### src/tts_pkg.sv
package tts_pkg;

   // Table geometry
   localparam int NUM_SLOTS       = 16;
   localparam int DELAY_WIDTH     = 16;
   localparam int RUN_COUNT_WIDTH = 8;
   localparam int MAX_RESULTS     = 16;

   localparam int SLOT_W = (NUM_SLOTS > 1) ? $clog2(NUM_SLOTS) : 1;
   localparam int CNT_W  = $clog2(MAX_RESULTS + 1);

   // Operation codes
   localparam logic [1:0] OP_ADD      = 2'd0;
   localparam logic [1:0] OP_TICK     = 2'd1;
   localparam logic [1:0] OP_DISPATCH = 2'd2;

   // Result status codes
   localparam logic [1:0] ST_ADDED = 2'd0;
   localparam logic [1:0] ST_FULL  = 2'd1;
   localparam logic [1:0] ST_RUN   = 2'd2;
   localparam logic [1:0] ST_NONE  = 2'd3;

   typedef struct packed {
      logic [1:0]  op;
      logic [15:0] start_delay;
      logic [15:0] repeat_period;
   } req_type;

   typedef struct packed {
      logic [1:0] status;
      logic [3:0] slot;
      logic       last;
   } rsp_type;

   // One slot entry as kept in the slot RAM
   typedef struct packed {
      logic [DELAY_WIDTH-1:0]     delay;
      logic [DELAY_WIDTH-1:0]     period;
      logic [RUN_COUNT_WIDTH-1:0] pending;
   } entry_type;

   localparam int ENTRY_W = $bits(entry_type);

   // Control from the slot unit to the sequencer
   typedef struct packed {
      logic wr_en;
      logic set_valid;
      logic clr_valid;
      logic found;
   } slot_ctl_type;

endpackage

### src/time_triggered_task_scheduler_core.sv
// Time-triggered task scheduler. Start an item with start while busy is low;
// op selects add, tick or dispatch (op 3 is ignored). The slot table lives in
// a single RAM that a small sequencer walks one slot per cycle through one
// shared update unit. Tick walks every slot and returns nothing; dispatch
// may stop early at MAX_RESULTS tasks, and add ends at the first free slot.
// Results come out on rsp_valid for one cycle each and cannot be held off,
// so the receiver must take every strobe; rsp_item.last marks the final
// result of an item, after which busy drops in the same cycle. A dispatch
// reports at most MAX_RESULTS tasks.
module time_triggered_task_scheduler_core import tts_pkg::*; (
   input  logic    clock,
   input  logic    reset,
   input  logic    start,
   output logic    busy,
   input  req_type req_item,
   output logic    rsp_valid,
   output rsp_type rsp_item
);

   localparam logic [1:0] S_IDLE  = 2'd0;
   localparam logic [1:0] S_PRIME = 2'd1;
   localparam logic [1:0] S_WALK  = 2'd2;
   localparam logic [1:0] S_FIN   = 2'd3;

   logic [1:0]           state_ff, state_in;
   logic [SLOT_W-1:0]    idx_ff, idx_in;
   logic [CNT_W-1:0]     cnt_ff, cnt_in;
   logic                 hold_vld_ff, hold_vld_in;
   logic [3:0]           hold_slot_ff, hold_slot_in;
   logic [NUM_SLOTS-1:0] valid_ff, valid_in;
   logic                 rsp_valid_ff, rsp_valid_in;
   rsp_type              rsp_ff, rsp_in;
   req_type              req_ff, req_in;

   logic [ENTRY_W-1:0]   rd_data;
   logic [SLOT_W-1:0]    rd_addr;
   entry_type            rd_entry;
   entry_type            new_entry;
   slot_ctl_type         ctl;
   logic                 is_last_idx;
   logic                 room;
   logic [CNT_W-1:0]     cnt_next;

   assign is_last_idx = (idx_ff == SLOT_W'(NUM_SLOTS - 1));
   assign room        = (cnt_ff != CNT_W'(MAX_RESULTS));
   assign cnt_next    = CNT_W'(cnt_ff + 1'b1);
   assign rd_entry    = entry_type'(rd_data);

   // Read one slot ahead of the one being updated
   assign rd_addr = (state_ff == S_WALK && !is_last_idx) ? SLOT_W'(idx_ff + 1'b1) : idx_ff;

   tts_ram #(
      .WIDTH (ENTRY_W),
      .DEPTH (NUM_SLOTS)
   ) u_slot_ram (
      .clock   (clock),
      .wr_en   (state_ff == S_WALK && ctl.wr_en),
      .wr_addr (idx_ff),
      .wr_data (new_entry),
      .rd_addr (rd_addr),
      .rd_data (rd_data)
   );

   tts_slot_alu u_slot_alu (
      .op            (req_ff.op),
      .slot_valid    (valid_ff[idx_ff]),
      .entry         (rd_entry),
      .start_delay   (req_ff.start_delay),
      .repeat_period (req_ff.repeat_period),
      .room          (room),
      .new_entry     (new_entry),
      .ctl           (ctl)
   );

   // Sequencer
   always_comb begin
      state_in     = state_ff;
      idx_in       = idx_ff;
      cnt_in       = cnt_ff;
      hold_vld_in  = hold_vld_ff;
      hold_slot_in = hold_slot_ff;
      valid_in     = valid_ff;
      rsp_valid_in = 1'b0;
      rsp_in       = rsp_ff;
      req_in       = req_ff;
      case (state_ff)
         S_IDLE: begin
            if (start) begin
               req_in      = req_item;
               idx_in      = '0;
               cnt_in      = '0;
               hold_vld_in = 1'b0;
               if (req_item.op == OP_ADD || req_item.op == OP_TICK ||
                   req_item.op == OP_DISPATCH) begin
                  state_in = S_PRIME;
               end
            end
         end
         S_PRIME: begin
            state_in = S_WALK;
         end
         S_WALK: begin
            if (ctl.set_valid) begin
               valid_in[idx_ff] = 1'b1;
            end
            if (ctl.clr_valid) begin
               valid_in[idx_ff] = 1'b0;
            end
            case (req_ff.op)
               OP_ADD: begin
                  if (ctl.found) begin
                     rsp_valid_in = 1'b1;
                     rsp_in       = '{status: ST_ADDED, slot: 4'(idx_ff), last: 1'b1};
                     state_in     = S_IDLE;
                  end else if (is_last_idx) begin
                     rsp_valid_in = 1'b1;
                     rsp_in       = '{status: ST_FULL, slot: 4'd0, last: 1'b1};
                     state_in     = S_IDLE;
                  end else begin
                     idx_in = SLOT_W'(idx_ff + 1'b1);
                  end
               end
               OP_TICK: begin
                  if (is_last_idx) begin
                     state_in = S_IDLE;
                  end else begin
                     idx_in = SLOT_W'(idx_ff + 1'b1);
                  end
               end
               OP_DISPATCH: begin
                  // keep one found item back so the final one can carry last
                  if (ctl.found) begin
                     cnt_in       = cnt_next;
                     hold_vld_in  = 1'b1;
                     hold_slot_in = 4'(idx_ff);
                     if (hold_vld_ff) begin
                        rsp_valid_in = 1'b1;
                        rsp_in = '{status: ST_RUN, slot: hold_slot_ff, last: 1'b0};
                     end
                  end
                  if (is_last_idx || (ctl.found && cnt_next == CNT_W'(MAX_RESULTS))) begin
                     state_in = S_FIN;
                  end else begin
                     idx_in = SLOT_W'(idx_ff + 1'b1);
                  end
               end
               default: begin
                  state_in = S_IDLE;
               end
            endcase
         end
         S_FIN: begin
            rsp_valid_in = 1'b1;
            if (hold_vld_ff) begin
               rsp_in = '{status: ST_RUN, slot: hold_slot_ff, last: 1'b1};
            end else begin
               rsp_in = '{status: ST_NONE, slot: 4'd0, last: 1'b1};
            end
            state_in = S_IDLE;
         end
         default: begin
            state_in = S_IDLE;
         end
      endcase
   end

   // Control registers
   always_ff @(posedge clock) begin
      if (reset) begin
         state_ff     <= S_IDLE;
         valid_ff     <= '0;
         rsp_valid_ff <= 1'b0;
      end else begin
         state_ff     <= state_in;
         valid_ff     <= valid_in;
         rsp_valid_ff <= rsp_valid_in;
      end
   end

   // Payload and walk registers
   always_ff @(posedge clock) begin
      idx_ff       <= idx_in;
      cnt_ff       <= cnt_in;
      hold_vld_ff  <= hold_vld_in;
      hold_slot_ff <= hold_slot_in;
      rsp_ff       <= rsp_in;
      req_ff       <= req_in;
   end

   assign busy      = (state_ff != S_IDLE);
   assign rsp_valid = rsp_valid_ff;
   assign rsp_item  = rsp_ff;

`ifndef ASSERT_OFF
   // Results only come from the walk or the finish step
   assert property (@(posedge clock) disable iff (reset)
      rsp_valid_ff |-> ($past(state_ff) == S_WALK || $past(state_ff) == S_FIN))
      else $error("result without a walk");

   // A final result leaves the block idle
   assert property (@(posedge clock) disable iff (reset)
      (rsp_valid_ff && rsp_ff.last) |-> (state_ff == S_IDLE))
      else $error("busy after final result");

   // A real operation makes the block busy
   assert property (@(posedge clock) disable iff (reset)
      (start && !busy && (req_item.op == OP_ADD || req_item.op == OP_TICK ||
                          req_item.op == OP_DISPATCH)) |=> busy)
      else $error("item accepted without going busy");

   // Dispatch never counts past its result limit
   assert property (@(posedge clock) disable iff (reset)
      (state_ff == S_WALK || state_ff == S_FIN) |-> (cnt_ff <= CNT_W'(MAX_RESULTS)))
      else $error("dispatch count overflow");

   // A tick never frees or claims a slot
   assert property (@(posedge clock) disable iff (reset)
      (state_ff == S_WALK && req_ff.op == OP_TICK) |=> (valid_ff == $past(valid_ff)))
      else $error("tick changed slot occupancy");
`endif

endmodule

### src/tts_ram.sv
module tts_ram #(
   parameter int WIDTH = 8,
   parameter int DEPTH = 16,
   localparam int AW = (DEPTH > 1) ? $clog2(DEPTH) : 1
) (
   input  logic             clock,
   input  logic             wr_en,
   input  logic [AW-1:0]    wr_addr,
   input  logic [WIDTH-1:0] wr_data,
   input  logic [AW-1:0]    rd_addr,
   output logic [WIDTH-1:0] rd_data
);

   logic [WIDTH-1:0] mem_ff [DEPTH];
   logic [WIDTH-1:0] rd_data_ff;

   // One write port, one registered read port
   always_ff @(posedge clock) begin
      if (wr_en) begin
         mem_ff[wr_addr] <= wr_data;
      end
      rd_data_ff <= mem_ff[rd_addr];
   end

   assign rd_data = rd_data_ff;

endmodule

### src/tts_slot_alu.sv
module tts_slot_alu import tts_pkg::*; (
   input  logic [1:0]   op,
   input  logic         slot_valid,
   input  entry_type    entry,
   input  logic [15:0]  start_delay,
   input  logic [15:0]  repeat_period,
   input  logic         room,
   output entry_type    new_entry,
   output slot_ctl_type ctl
);

   // Per-slot update, shared by every step of the walk
   always_comb begin
      new_entry = entry;
      ctl       = '0;
      case (op)
         OP_ADD: begin
            if (!slot_valid) begin
               new_entry.delay   = DELAY_WIDTH'(start_delay);
               new_entry.period  = DELAY_WIDTH'(repeat_period);
               new_entry.pending = '0;
               ctl.wr_en         = 1'b1;
               ctl.set_valid     = 1'b1;
               ctl.found         = 1'b1;
            end
         end
         OP_TICK: begin
            if (slot_valid) begin
               ctl.wr_en = 1'b1;
               if (entry.delay == '0) begin
                  // saturating run count, reload when periodic
                  if (entry.pending != '1) begin
                     new_entry.pending = entry.pending + 1'b1;
                  end
                  if (entry.period != '0) begin
                     new_entry.delay = entry.period;
                  end
               end else begin
                  new_entry.delay = entry.delay - 1'b1;
               end
            end
         end
         OP_DISPATCH: begin
            if (slot_valid && entry.pending != '0 && room) begin
               new_entry.pending = entry.pending - 1'b1;
               ctl.wr_en         = 1'b1;
               ctl.found         = 1'b1;
               ctl.clr_valid     = (entry.period == '0);
            end
         end
         default: begin
            ctl = '0;
         end
      endcase
   end

endmodule
### config.mk
export PLATFORM = sky130hd
export DESIGN_NAME = time_triggered_task_scheduler_core
export DESIGN_NICKNAME = d
export VERILOG_FILES = /design/src/tts_pkg.sv /design/src/time_triggered_task_scheduler_core.sv /design/src/tts_ram.sv /design/src/tts_slot_alu.sv
export SDC_FILE = /design/constraint.sdc
export NUM_CORES = 1
export LEC_CHECK = 0
export ABC_AREA = 1
export BUFFER_PORTS_ARGS = -buffer_cell sky130_fd_sc_hd__buf_2
export CELL_PAD_IN_SITES_DETAIL_PLACEMENT = 1
export CELL_PAD_IN_SITES_GLOBAL_PLACEMENT = 2
export CORE_ASPECT_RATIO = 0.5
export CORE_UTILIZATION = 31
export CTS_CLUSTER_SIZE = 14
export DETAILED_ROUTE_END_ITERATION = 7
export GPL_TIMING_DRIVEN = 0
export PLACE_DENSITY = 0.59
export SYNTH_ARGS = -nofsm -noshare
export SYNTH_HDL_FRONTEND = slang
export SYNTH_SLANG_ARGS = --single-unit
### constraint.sdc
create_clock -name clock -period 15.24 [get_ports clock]
set_input_delay 0.762 -clock clock [delete_from_list [all_inputs] [get_ports clock]]
set_output_delay 0.762 -clock clock [all_outputs]
set_load 0.005 [all_outputs]
Yosys cells after proc, flatten, opt, wreduce, memory -nomap -nowiden --
Memories as Yosys holds them, arrays and structs flattened. A register that Yosys moved wholly into a read port is not among the register bits. Cells that the tools add are included.
Operators by class: divide/modulo/power cells 0, bitwise gates (word level) 3, shifts and indexed selects 0, reductions and logical operators 26, equal/unequal tests 23, multiplexer cells 64, $add $sub $neg 5, $lt $le $gt $ge 2, multiply operators 0
Operators by type and width (number):
- $mux 16 | 7
- $mux 40 | 1
- $logic_not 16->1 | 2
- $mux 8 | 4
- $pmux 16 s2 | 1
- $mux 7 | 4
- $pmux 7 s2 | 2
- $pmux 8 s3 | 1
- $mux 4 | 5
- $and 16x16->16 | 1
- $mux 1 | 16
- $not 16->16 | 1
- $or 16x16->16 | 1
- $reduce_bool 16->1 | 1
- $sub 16x1->16 const B | 1
- $mux 5 | 3
- $ne 3x3->1 const B | 5
- $mux 2 | 7
- $pmux 4 s3 | 1
- $pmux 5 s2 | 1
- $reduce_and 5->1 | 2
- $add 8x1->8 const B | 1
- $eq 2x2->1 const B | 4
- $ne 8x8->1 const B | 1
- 31 further kinds | 50
Word-level totals: latch bits 0, output and inout port bits 9, RAM bits 640, bits of input ports 37, memories 1, register bits after elaboration 74, memory bits (read-only) 0, logic and storage cells 137
Memory list:
- u_slot_ram.mem_ff | words 16, bits a word 40, rd ports 1, clocked after memory_dff 1, wr ports 1, line tts_ram.sv:14 | logic [WIDTH-1:0] mem_ff [DEPTH];

Depth between registers and ports, before layout --
Gate-level depths: netlist of the first run.
word-level depth 11, mapped depth 16, depth with buffers taken out 15

Modules after synthesis --
From an unflattened synthesis of the first run, not the netlist that was laid out.
Second synthesis, totals: cell total of the unflattened synthesis 3398, area, all modules 33739.9 µm²
By module, submodules not included:
- tts_ram | seq. area each 20019.2 µm², area each 28318.4 µm², cells each 2643, instances 1
- time_triggered_task_scheduler_core | seq. area each 2031.9 µm², area each 3243.1 µm², cells each 291, instances 1
- tts_slot_alu | seq. area each 0.0 µm², area each 2178.3 µm², cells each 464, instances 1

Worst setup path before layout of the first run --
Ideal clock, no wire load.
path kind register to register, start point reg idx_ff[0], end point mem u_slot_ram.mem_ff[10][0] (netlist name), enable pin, required time 14.753 ns, path buffers 2, period minus slack after synthesis 4.931 ns, setup time 0.487 ns, data arrival time 4.444 ns, slack 10.309 ns, cell stages (with the launch flop) 14, cell sequence edfxtp_1 > buf_2 > nand2_1 > nand3_1 > nand2_1 > nand2_1 > nand2_1 > inv_2 > nand2_1 > nand3_2 > nand2_2 > o21ai_2 > buf_4 > nor3_1
On the way: longest elaborated chain between the ends 9, elaborated cells between the ends (all ways) 11, classes of those cells mux: 8; reduce/logical: 3
RTL lines:
- from (decl) | line time_triggered_task_scheduler_core.sv:26 | logic [SLOT_W-1:0] idx_ff, idx_in;
- from (signal assigned) | line time_triggered_task_scheduler_core.sv:182 | idx_ff <= idx_in;
- $bmux 1 s4 | line time_triggered_task_scheduler_core.sv:66 | .slot_valid (valid_ff[idx_ff]),
- $mux 1 (implied by the code) | line time_triggered_task_scheduler_core.sv:66
- $logic_and 1x1->1 (2 in series) | line tts_slot_alu.sv:44 | if (slot_valid && entry.pending != '0 && room) begin
- $mux 1 | line tts_slot_alu.sv:44
- $pmux 1 s3 | line tts_slot_alu.sv:16 | case (op)
- $logic_and 1x1->1 | line time_triggered_task_scheduler_core.sv:57 | .wr_en (state_ff == S_WALK && ctl.wr_en),
- $mux 1 | line tts_ram.sv:19 | if (wr_en) begin
- $mux 1 (implied by the code) | line tts_ram.sv:20 | mem_ff[wr_addr] <= wr_data;
- to (decl) | line tts_ram.sv:14
Several ways; a longest one is shown, not always the timed one. The select of a mux whose other input is x is not followed.

Worst setup path in the final report of the first run --
start point reg idx_ff[1], end point mem u_slot_ram.mem_ff[0][19] (netlist name), enable pin
Same word-level chain as after synthesis.

==> results of run 1 <==
==> flip-flops by register name, summed over array words and instances, names as in the netlist, named ones only <==
name / cells
u_slot_ram.mem_ff: 640
u_slot_ram.rd_data: 40
req_ff: 34
valid_ff: 15
rsp_item: 7
cnt_ff: 5
hold_slot_ff: 4
idx_ff: 4
state_ff: 2
hold_vld_ff: 1
rsp_valid: 1
==> critical path: cells and delay by family, from the launching register on <==
| family | cells | cell delay [ns] |
|---|---|---|
| flops | 1 | 0.62 |
| simple gates | 8 | 1.77 |
| buf+inv | 7 | 1.25 |
| compound gates | 1 | 0.17 |
==> cells in the mapped netlist, drive strengths merged (3+ instances only) <==
cell type	instances
edfxtp	695
o21ai	395
nor2	347
nand2	272
o211ai	112
buf	109
inv	95
nand3	83
o221ai	61
dfxtp	59
o22ai	52
clkbuf	50
o21bai	50
a21oi	19
nor3	19
xor2	19
a31oi	16
ha	15
nand4	10
clkinv	5
a22oi	4
o2111ai	4
or2	4
nand3b	3
o31ai	3
xnor2	3
==> layout make-up <==
| class | instances | area, um2 |
|---|---|---|
| Timing Repair Buffer | 144 | 1460 |
| Clock buffer | 101 | 2110 |
| Buffer | 159 | 887 |
| Sequential cell | 754 | 22100 |
| Clock inverter | 36 | 380 |
| Multi-Input combinational cell | 1498 | 8100 |
| Fill cell | 10500 | 61900 |
| Tap cell | 1328 | 1660 |
| Inverter | 100 | 388 |
| Antenna cell | 5 | 12.5 |
==> placed cells by master, fill, tap and decap left out, types with 16 or more instances in the layout <==
cell type	Yosys	layout
a21oi_1	18	18
a31oi_1	16	16
buf_2	69	114
buf_4	26	31
buf_6	13	89
clkbuf_1	43	58
clkbuf_16	0	77
dfxtp_1	59	59
edfxtp_1	695	695
inv_1	86	86
nand2_1	263	263
nand3_1	82	82
nor2_1	343	341
o211ai_1	78	78
o211ai_2	34	34
o21ai_0	229	225
o21ai_1	164	167
o21bai_1	50	50
o221ai_1	61	59
o22ai_1	52	52
xor2_1	19	19
==> where the power goes <==
group | total (uW) | switching (uW) | internal, uW
Combinational | 2420 | 1830 | 597
Clock | 1940 | 856 | 1080
Sequential | 2770 | 122 | 2650
Total | 7130 | 2810 | 4330
==> worst paths after layout <==
check | endpoint | slack [ns] | cells past startpoint
setup / recovery | u_slot_ram.mem_ff[0][19] | 11.11 | 16
hold / removal | req_ff[5] | 0.27 | 1
setup reg to reg | u_slot_ram.mem_ff[0][19] | 11.11 | 16
hold reg to reg | hold_slot_ff[3] | 0.48 | 0
==> metrics by stage <==
stage	setup slack (ns)	area, um2	power [uW]	util (%)
final	11.11	37100	7130	37.5
after global routing	10.89	37000	7430	37.4
after CTS	11.02	37000	7160	37.4
after detailed placement	11.05	34500	5230	34.9
after global placement	4.78	33200	5170	33.6
after floorplan	10.31	31300	4100	-
==> kinds of logic after synthesis <==
kind of cell	Yosys count	share of synthesized area, %
adder cells (fa/ha/maj)	15	0.599
AND/OR/NAND/NOR	740	9.72
flip-flops	754	70.4
XOR/XNOR	22	0.615
buffers and inverters	259	4.07
AO/OA/AOI/OAI	721	14.6
==> routing by layer <==
| layer | global-route usage [%] | wire length [um] | vias up |
|---|---|---|---|
| li1 | - | - | 9735 |
| met1 | 34.6 | 57600 | 11400 |
| met2 | 34.5 | 50500 | 603 |
| met3 | 3.35 | 6660 | 112 |
| met4 | 4.59 | 1680 | 0 |
| met5 | 0 | 0 | - |
==> run_results.csv, run 1 <==
group,metric,value,unit
clocking,numCtsBuffers,75,
clocking,max-clock-path-buffers,3,
detailed_routing,drt_wl_total,117000,um
floorplan,rows,81,
global_routing,track_usage,22.8,%
synth,syn-cell-area,31300,um2
finish,drive_gt1_share,16.4,%
detailed_routing,drtIter0Drc,2164,
synth,yosysTopAreaCellShare,66.6,%
global_routing,grt_pass1_wl,165000,um
sta,relSlewSlack,9.90,%
placement,place_congestion,0.824,
sta,setup_violations,0,
floorplan,dieWidth,451,um
clocking,cts_sinks,754,
critical_path,cp_max_fo,10,
critical_path,startpoint,"idx_ff[1]",
sta,rsz0062_at_grt,"no",
clocking,clk_latency,0.67,ns
detailed_routing,routedWlPerCell,28.2,um
synth,synth-edff-count,695,
synth,async_flop_share,0,%
detailed_routing,via_per_inst,5.30,
global_routing,gr-total-overflow,0,
critical_path,crit-reg2reg-launch,"idx_ff[1]",
clocking,clock-root-buffer,"clkbuf_16",
synth,ys_top_cells_by_area,"edfxtp_1 (67%), nor2_1 (4.1%), dfxtp_1 (3.8%)",
synth,yosys.cell_types.count,50,
power_and_ir_drop,power_density,193,nW/um2
sta,layout_min_cycle_time,4.13,ns
synth,yosys_warnings,0,
finish,fin_nets,2784,
worst_hold_path,hold_path_class,"in2reg",
sta,tightest_slew,1.35,ns
synth,yosysTopAreaCell,"edfxtp_1",
sta,max_freq,242,MHz
synth,syn_avg_cell_area,12.5,um2
global_routing,first_global_vias,22100,
clocking,postCtsHoldBufs,0,
global_routing,antenna_found_initial,8,
clocking,cts_setup_buffers,0,
floorplan,initial_core_util,31.7,%
finish,stdcell_count,4125,
clocking,cts_max_level,3,
job,cap_violations,0,
floorplan,die_h,227,um
sta,hold_viol,0,
synth,ys_seq_elements,754,
placement,dp_cells,3983,
clocking,cts_resized,0,
critical_path,cp-start-kind,"register",
critical_path,cp-end-kind,"register",
detailed_routing,firstDrtPassIters,5,
worst_hold_path,min-delay-start,"req_item[5]",
clocking,cts_tree,"built",
sta,slew_violations,0,
critical_path,required,15.60,ns
placement,io_buffers,45,
floorplan,dieArea,102000,um2
floorplan,core,98900,um2
placement,hpwl,82600,um
synth,synth_flop_cell,"edfxtp_1",
critical_path,cp.arrival,4.49,ns
sta,min_period_over_period,27.1,%
global_routing,grt_max_degree,22,
sta,hold_ws,0.265,ns
detailed_routing,remaining_drc_errors,0,
finish,synthToLayoutAreaGrowth,18.3,%
sta,fin_skew,0.0368,ns
run_status,status,"completed",
critical_path,cpPeakStageDelay,0.62,ns
synth,seq_area_frac_synth,70.4,%
detailed_routing,ant_nets,0,
power_and_ir_drop,p_leak,0.0125,uW
power_and_ir_drop,ir_drop,0.0845,mV
floorplan,io_pins,46,
clocking,clkSlewWorstSetupHoldPaths,0.07,ns
critical_path,slowest_stage,"edfxtp_1",
detailed_routing,via_count,21900,
critical_path,path_cells,"inv_2 -> nand3_1 -> nand2_1 -> nand2_1 -> nand2_1 -> inv_1 -> nand2_1 -> nand3_2 -> nand2_2 -> o21ai_2 -> nor3_2 -> buf_6 -> buf_6 -> buf_6 -> buf_8 -> buf_6",
critical_path,worstSetupPathType,"reg2reg",
synth,synth_nets,2563,
synth,synthCells,2511,
sta,fin_setup_tns,0,ns
Note: power is estimated with default switching activity, not from simulation.
==> inputs of run 2 (changes only) <==
--- a/config.mk
+++ b/config.mk
@@ -5,7 +5,7 @@
 export SDC_FILE = /design/constraint.sdc
 export NUM_CORES = 1
 export LEC_CHECK = 0
-export ABC_AREA = 1
+export ABC_AREA = 0
 export BUFFER_PORTS_ARGS = -buffer_cell sky130_fd_sc_hd__buf_2
 export CELL_PAD_IN_SITES_DETAIL_PLACEMENT = 1
 export CELL_PAD_IN_SITES_GLOBAL_PLACEMENT = 2
@@ -14,7 +14,7 @@
 export CTS_CLUSTER_SIZE = 14
 export DETAILED_ROUTE_END_ITERATION = 7
 export GPL_TIMING_DRIVEN = 0
-export PLACE_DENSITY = 0.59
+export PLACE_DENSITY = 0.54
 export SYNTH_ARGS = -nofsm -noshare
 export SYNTH_HDL_FRONTEND = slang
 export SYNTH_SLANG_ARGS = --single-unit
==> constraint.sdc (replaced) <==
create_clock -name clock -period 4 [get_ports clock]
set_input_delay 0.2 -clock clock [delete_from_list [all_inputs] [get_ports clock]]
set_output_delay 0.2 -clock clock [all_outputs]
set_load 0.005 [all_outputs]
==> run 2 against run 1 <==
Net effect: area after synthesis decreased by 4.7%; synthesized cell count fell by 36%; global-route usage shrank 4.1 points; register-to-register slack got worse by 11 ns; clock power grew to 3.7 times the previous value; worst hold slack got worse by 0.22 ns; critical path type unchanged; largest power group unchanged.
==> run_results.csv, run 2 <==
group,metric,value,unit
critical_path,cp.arrival,4.03,ns
critical_path,cp-end-kind,"register",
clocking,clock-root-buffer,"clkbuf_16",
synth,yosysMostFrequentCell,"edfxtp_1",
placement,place_area,32500,um2
global_routing,gr-total-overflow,0,
clocking,max-clock-path-buffers,3,
floorplan,dieArea,97600,um2
detailed_routing,ant_nets,0,
critical_path,cp_max_fo,16,
sta,layout_min_cycle_time,3.81,ns
sta,fin_skew,0.0293,ns
global_routing,first_global_vias,17000,
finish,largest_reg_flops,640,
sta,fin_setup_tns,0,ns
detailed_routing,via_per_inst,5.19,
sta,max_freq,262,MHz
critical_path,cp-start-kind,"register",
clocking,cts_tree,"built",
global_routing,antenna_found_initial,4,
detailed_routing,drtIter0Drc,1607,
synth,syn-cell-area,29800,um2
finish,largest_register,"u_slot_ram.mem_ff",
placement,dp_cells,2961,
sta,relSlewSlack,26.3,%
finish,design_area,35400,um2
finish,layout_commonest_cell,"edfxtp_1",
finish,finish.utilization,37.1,%
placement,place_congestion,0.811,
synth,synth_nets,1661,
finish,synthToLayoutAreaGrowth,18.6,%
synth,async_flop_share,0,%
synth,yosys_warnings,0,
sta,setup_violations,0,
synth,yosys.cell_types.count,75,
power_and_ir_drop,ir_drop,0.276,mV
synth,seq_area_frac_synth,73.9,%
sta,tightest_slew,1.11,ns
floorplan,initial_core_util,31.3,%
clocking,cts_sinks,754,
synth,synthCells,1609,
placement,io_buffers,44,
floorplan,dieWidth,441,um
floorplan,io_pins,46,
clocking,cts_max_level,3,
synth,ys_top_cells_by_area,"edfxtp_1 (70%), mux4_2 (12%), dfxtp_1 (4.0%)",
synth,synth-edff-count,695,
sta,min_period_over_period,95.2,%
global_routing,track_usage,18.8,%
finish,fin_nets,1863,
floorplan,die_h,221,um
global_routing,grt_max_degree,34,
critical_path,worstSetupPathType,"reg2reg",
run_status,status,"completed",
power_and_ir_drop,power_density,542,nW/um2
critical_path,required,4.22,ns
detailed_routing,firstDrtPassIters,5,
synth,synth_flop_cell,"edfxtp_1",
detailed_routing,routedWlPerCell,28.8,um
sta,hold_viol,0,
worst_hold_path,hold_path_class,"in2reg",
clocking,clkSlewWorstSetupHoldPaths,0.06,ns
detailed_routing,via_count,16300,
synth,yosysTopAreaCellShare,69.9,%
finish,stdcell_count,3143,
clocking,numCtsBuffers,74,
clocking,clk_latency,0.67,ns
sta,slew_violations,0,
synth,yosysTopAreaCell,"edfxtp_1",
synth,syn_avg_cell_area,18.5,um2
finish,final_cell_mix,"edfxtp_1 (695), mux4_2 (161), nand2_1 (139)",
finish,drive_gt1_share,25.0,%
placement,hpwl,58400,um
sta,hold_ws,0.0496,ns
synth,ys_seq_elements,754,
power_and_ir_drop,p_leak,0.0114,uW
sta,rsz0062_at_grt,"no",
global_routing,grt_pass1_wl,129000,um
detailed_routing,remaining_drc_errors,0,
detailed_routing,drt_wl_total,90600,um
synth,synth_commonest_cells,"edfxtp_1 (695), mux4_2 (161), nand2_1 (139), a22oi_1 (84), dfxtp_1 (59)",
floorplan,rows,80,
floorplan,core,95300,um2
job,cap_violations,0,
==> run 2: stage by stage <==
| step | power [uW] | setup WS [ns] |
|---|---|---|
| after floorplan | 11100 | -0.348 |
| after global routing | 19900 | 0.00633 |
| final | 19200 | 0.190 |
| after detailed placement | 12200 | -0.808 |
| after CTS | 19400 | 0.0116 |
| after global placement | 12100 | -4.14 |
==> run 2: cell type report <==
type / instances / area [um2]
sequential: 754 / 22100
clock buffer: 106 / 2150
multi-input combinational: 740 / 7430
inverter: 18 / 67.6
antenna: 1 / 2.50
clock inverter: 30 / 298
fill: 9404 / 59900
tap: 1271 / 1590
timing repair buffer: 128 / 1340
buffer: 95 / 464
==> run 2: final timing paths <==
path	slack (ns)	cells past startpoint	from	end
setup / recovery	0.19	9	idx_ff[1]	u_slot_ram.mem_ff[1][28]
hold / removal	0.05	4	start	state_ff[1]
setup reg to reg	0.19	9	idx_ff[1]	u_slot_ram.mem_ff[1][28]
hold reg to reg	0.50	0	idx_ff[3]	hold_slot_ff[3]
==> run 2: metal layers <==
metal | vias to the layer above | global-route usage, % | wire (um)
li1 | 7028 | - | -
met1 | 8773 | 27.1 | 42300
met2 | 388 | 28.8 | 41400
met3 | 112 | 3.99 | 4990
met4 | 0 | 4.42 | 1890
met5 | - | 0 | 0
==> run 2: timing repair <==
action,4_1_cts,5_1_grt
pin swaps,6,3
resized for setup,7,8
cloned,0,0
buffers inserted,10,3
hold buffers,34,0
endpoints found under the setup margin,1009,305
endpoints found under the hold margin,34,0
==> run 2: where the power goes <==
part	internal (uW)	switching [uW]	leakage (uW)	total, uW
Sequential	9270	233	0.00681	9500
Combinational	843	1690	0.00334	2530
Clock	4030	3120	0.00120	7140
==> run 2: cell families (layout without fill, tap and decap cells) <==
logic type	after synthesis	count (layout)	synth area share, %
and+or+nand+nor	305	305	4.78
DFF	754	754	73.9
adders and majority gates	15	15	0.629
xor gates and xnor gates	6	6	0.176
muxes	177	177	12.7
AOI/OAI and AO/OA	237	237	5.99
buffers and inverters	115	377	1.78
other	0	1	0
==> run 2: critical path, cell delays in order, from the launching register on <==
cell and delay (ns):
edfxtp_1 0.46, buf_6 0.19, inv_1 0.14, mux4_2 0.64, a22oi_2 0.23, buf_4 0.20, clkbuf_1 0.63, a41oi_1 0.22
o21ai_1 0.19, nand3_1 0.46
==> inputs of run 3 (changes only) <==
--- a/config.mk
+++ b/config.mk
@@ -9,12 +9,12 @@
 export BUFFER_PORTS_ARGS = -buffer_cell sky130_fd_sc_hd__buf_2
 export CELL_PAD_IN_SITES_DETAIL_PLACEMENT = 1
 export CELL_PAD_IN_SITES_GLOBAL_PLACEMENT = 2
-export CORE_ASPECT_RATIO = 0.5
-export CORE_UTILIZATION = 31
+export CORE_ASPECT_RATIO = 0.8
+export CORE_UTILIZATION = 40
 export CTS_CLUSTER_SIZE = 14
 export DETAILED_ROUTE_END_ITERATION = 7
 export GPL_TIMING_DRIVEN = 0
-export PLACE_DENSITY = 0.54
+export PLACE_DENSITY = 0.67
 export SYNTH_ARGS = -nofsm -noshare
 export SYNTH_HDL_FRONTEND = slang
 export SYNTH_SLANG_ARGS = --single-unit
==> run 3 against run 2 <==
Net effect: sequential share of layout area up 0.78 points; critical path depth unchanged; design area down 1.2%; largest cell class unchanged; core utilization up 10 points; clock power down 2%; global-route usage up 3.8 points; setup slack worse by 0.078 ns; worst hold slack worse by 0.0083 ns; sequential power about the same; maximum frequency down 2.0%; total power down 1.0%; highest routed layer unchanged; die area down 22%; largest power group unchanged.
==> run_results.csv, run 3 (synthesis gave the netlist of run 2 again) <==
group,metric,value,unit
run_status,status,"completed",
clocking,clkSlewWorstSetupHoldPaths,0.06,ns
sta,max_freq,257,MHz
detailed_routing,routedWlPerCell,29.0,um
global_routing,track_usage,22.5,%
critical_path,cp.arrival,4.06,ns
global_routing,first_global_vias,16900,
finish,stdcell_count,2883,
global_routing,antenna_found_initial,3,
power_and_ir_drop,p_leak,0.0113,uW
power_and_ir_drop,power_density,543,nW/um2
worst_hold_path,hold_path_class,"in2reg",
critical_path,cp-end-kind,"register",
critical_path,required,4.17,ns
power_and_ir_drop,swShare,26.1,%
sta,hold_viol,0,
sta,tightest_slew,1.29,ns
placement,place_congestion,0.808,
detailed_routing,remaining_drc_errors,0,
global_routing,grt_max_degree,41,
job,cap_violations,0,
worst_hold_path,hold_path_end,"state_ff[1]",
detailed_routing,via_per_inst,5.75,
floorplan,die_h,246,um
sta,min_period_over_period,97.2,%
sta,setup_slack,0.112,ns
critical_path,reg2reg_slack,0.11,ns
sta,fin_skew,0.0269,ns
sta,layout_min_cycle_time,3.89,ns
critical_path,crit-reg2reg-launch,"idx_ff[1]",
global_routing,grt_pass1_wl,121000,um
placement,io_buffers,44,
clocking,cts_sinks,754,
finish,largest_reg_flops,640,
finish,layout_commonest_cell,"edfxtp_1",
critical_path,cp_max_fo,16,
finish,largest_register,"u_slot_ram.mem_ff",
detailed_routing,ant_nets,0,
finish,design_area,35000,um2
floorplan,rows,89,
sta,setup_violations,0,
finish,final_cell_mix,"edfxtp_1 (695), mux4_2 (161), nand2_1 (139)",
detailed_routing,drt_wl_total,83700,um
clocking,max-clock-path-buffers,3,
floorplan,dieArea,75700,um2
critical_path,rr_endpoint,"u_slot_ram.mem_ff[9][28]",
worst_hold_path,min-delay-start,"start",
power_and_ir_drop,p_comb_share,13.1,%
power_and_ir_drop,finalPower,19000,uW
clocking,clk_latency,0.65,ns
floorplan,io_pins,46,
floorplan,dieWidth,307,um
detailed_routing,via_count,16600,
detailed_routing,drtIter0Drc,1757,
power_and_ir_drop,seqPwrFrac,50.2,%
power_and_ir_drop,intPower,14000,uW
finish,drive_gt1_share,24.3,%
sta,slew_violations,0,
floorplan,initial_core_util,40.5,%
placement,post-place-ws,-0.472,ns
power_and_ir_drop,clock_power_share,36.8,%
clocking,cts_max_level,3,
finish,fin_nets,1872,
critical_path,r2r_cells,9,
critical_path,worstSetupPathType,"reg2reg",
finish,synthToLayoutAreaGrowth,17.2,%
sta,fin_setup_tns,0,ns
clocking,numCtsBuffers,77,
detailed_routing,firstDrtPassIters,5,
worst_hold_path,hold_depth,4,
placement,hpwl,53300,um
global_routing,gr-total-overflow,0,
clocking,clock-root-buffer,"clkbuf_16",
placement,dp_cells,2680,
sta,relSlewSlack,13.4,%
critical_path,cp-start-kind,"register",
power_and_ir_drop,ir_drop,0.412,mV
clocking,cts_tree,"built",
floorplan,core,73700,um2
placement,place_area,31900,um2
power_and_ir_drop,p_sw,4950,uW
## run 3: changes by cell type in the layout (fill, tap and decap cells not counted), moves of 2 or more
cell and delta:
buf_12 -6, clkinv_2 -6, buf_6 -3, inv_6 +3
clkbuf_1 +15, clkbuf_8 -6, buf_4 +10, nor2_2 +2
## run 3: worst max path at each step
stage	from	slack, ns	end	depth (start not counted)
global route	req_ff[33]	-0.009	u_slot_ram.mem_ff[9][39]	9
CTS	u_slot_ram.rd_data[0]	0.003	u_slot_ram.mem_ff[11][31]	12
floorplan	idx_ff[1]	-0.35	u_slot_ram.mem_ff[10][0]	8
global placement	idx_ff[1]	-3.72	u_slot_ram.mem_ff[8][2]	8
detailed placement	idx_ff[1]	-0.47	u_slot_ram.mem_ff[7][30]	9
finish	idx_ff[1]	0.11	u_slot_ram.mem_ff[9][28]	9
## run 3: repair_timing
| action | 4_1_cts | 5_1_grt |
|---|---|---|
| hold buffers | 34 | 0 |
| setup buffers | 19 | 7 |
| setup endpoints to repair | 829 | 276 |
| gates resized for setup | 4 | 9 |
| pin swaps | 12 | 3 |
| cloned | 3 | 0 |
| endpoints found under the hold margin | 34 | 0 |
## run 3: worst max-delay path: stages, from the launching register on
cell and delay (ns):
edfxtp_1 0.48, buf_6 0.20, inv_1 0.13, mux4_2 0.64, a22oi_2 0.37, buf_4 0.19
clkbuf_1 0.48, a41oi_1 0.22, o21ai_1 0.17, nand3_1 0.51
## run 3: final cells by class
class | count | area [um2]
buffer | 95 | 460
sequential | 754 | 22100
clock inverter | 26 | 269
timing repair buffer | 131 | 1260
inverter | 18 | 67.6
multi-input combinational | 743 | 7450
clock buffer | 114 | 2140
fill | 6930 | 38800
tap | 1001 | 1250
antenna | 1 | 2.50
## run 3: power groups by stage
stage	Combinational (uW)	Sequential, uW	Clock [uW]
2_1_floorplan	1560	9530	0
4_1_cts	2470	9520	7110
5_1_grt	2680	9530	7390
6_report	2480	9520	6980
3_3_place_gp	2310	9690	0
3_5_place_dp	2420	9680	0
## run 3: routing by layer
metal	vias to the layer above	global-route usage (%)	share of wire, %	routed length, um
met2	557	34.5	46	38400
met5	-	0	0	0
met1	8893	33.7	46	38300
met3	92	4.20	6.9	5750
li1	7045	-	-	-
met4	0	4.68	1.6	1320
## run 3: per-stage QoR
stage	utilization [%]	hold slack (ns)
detailed placement	43.3	0.378
finish	47.4	0.0413
CTS	47.3	0.00268
floorplan	-	0.299
global placement	42.5	0.377
global route	47.4	0.0419
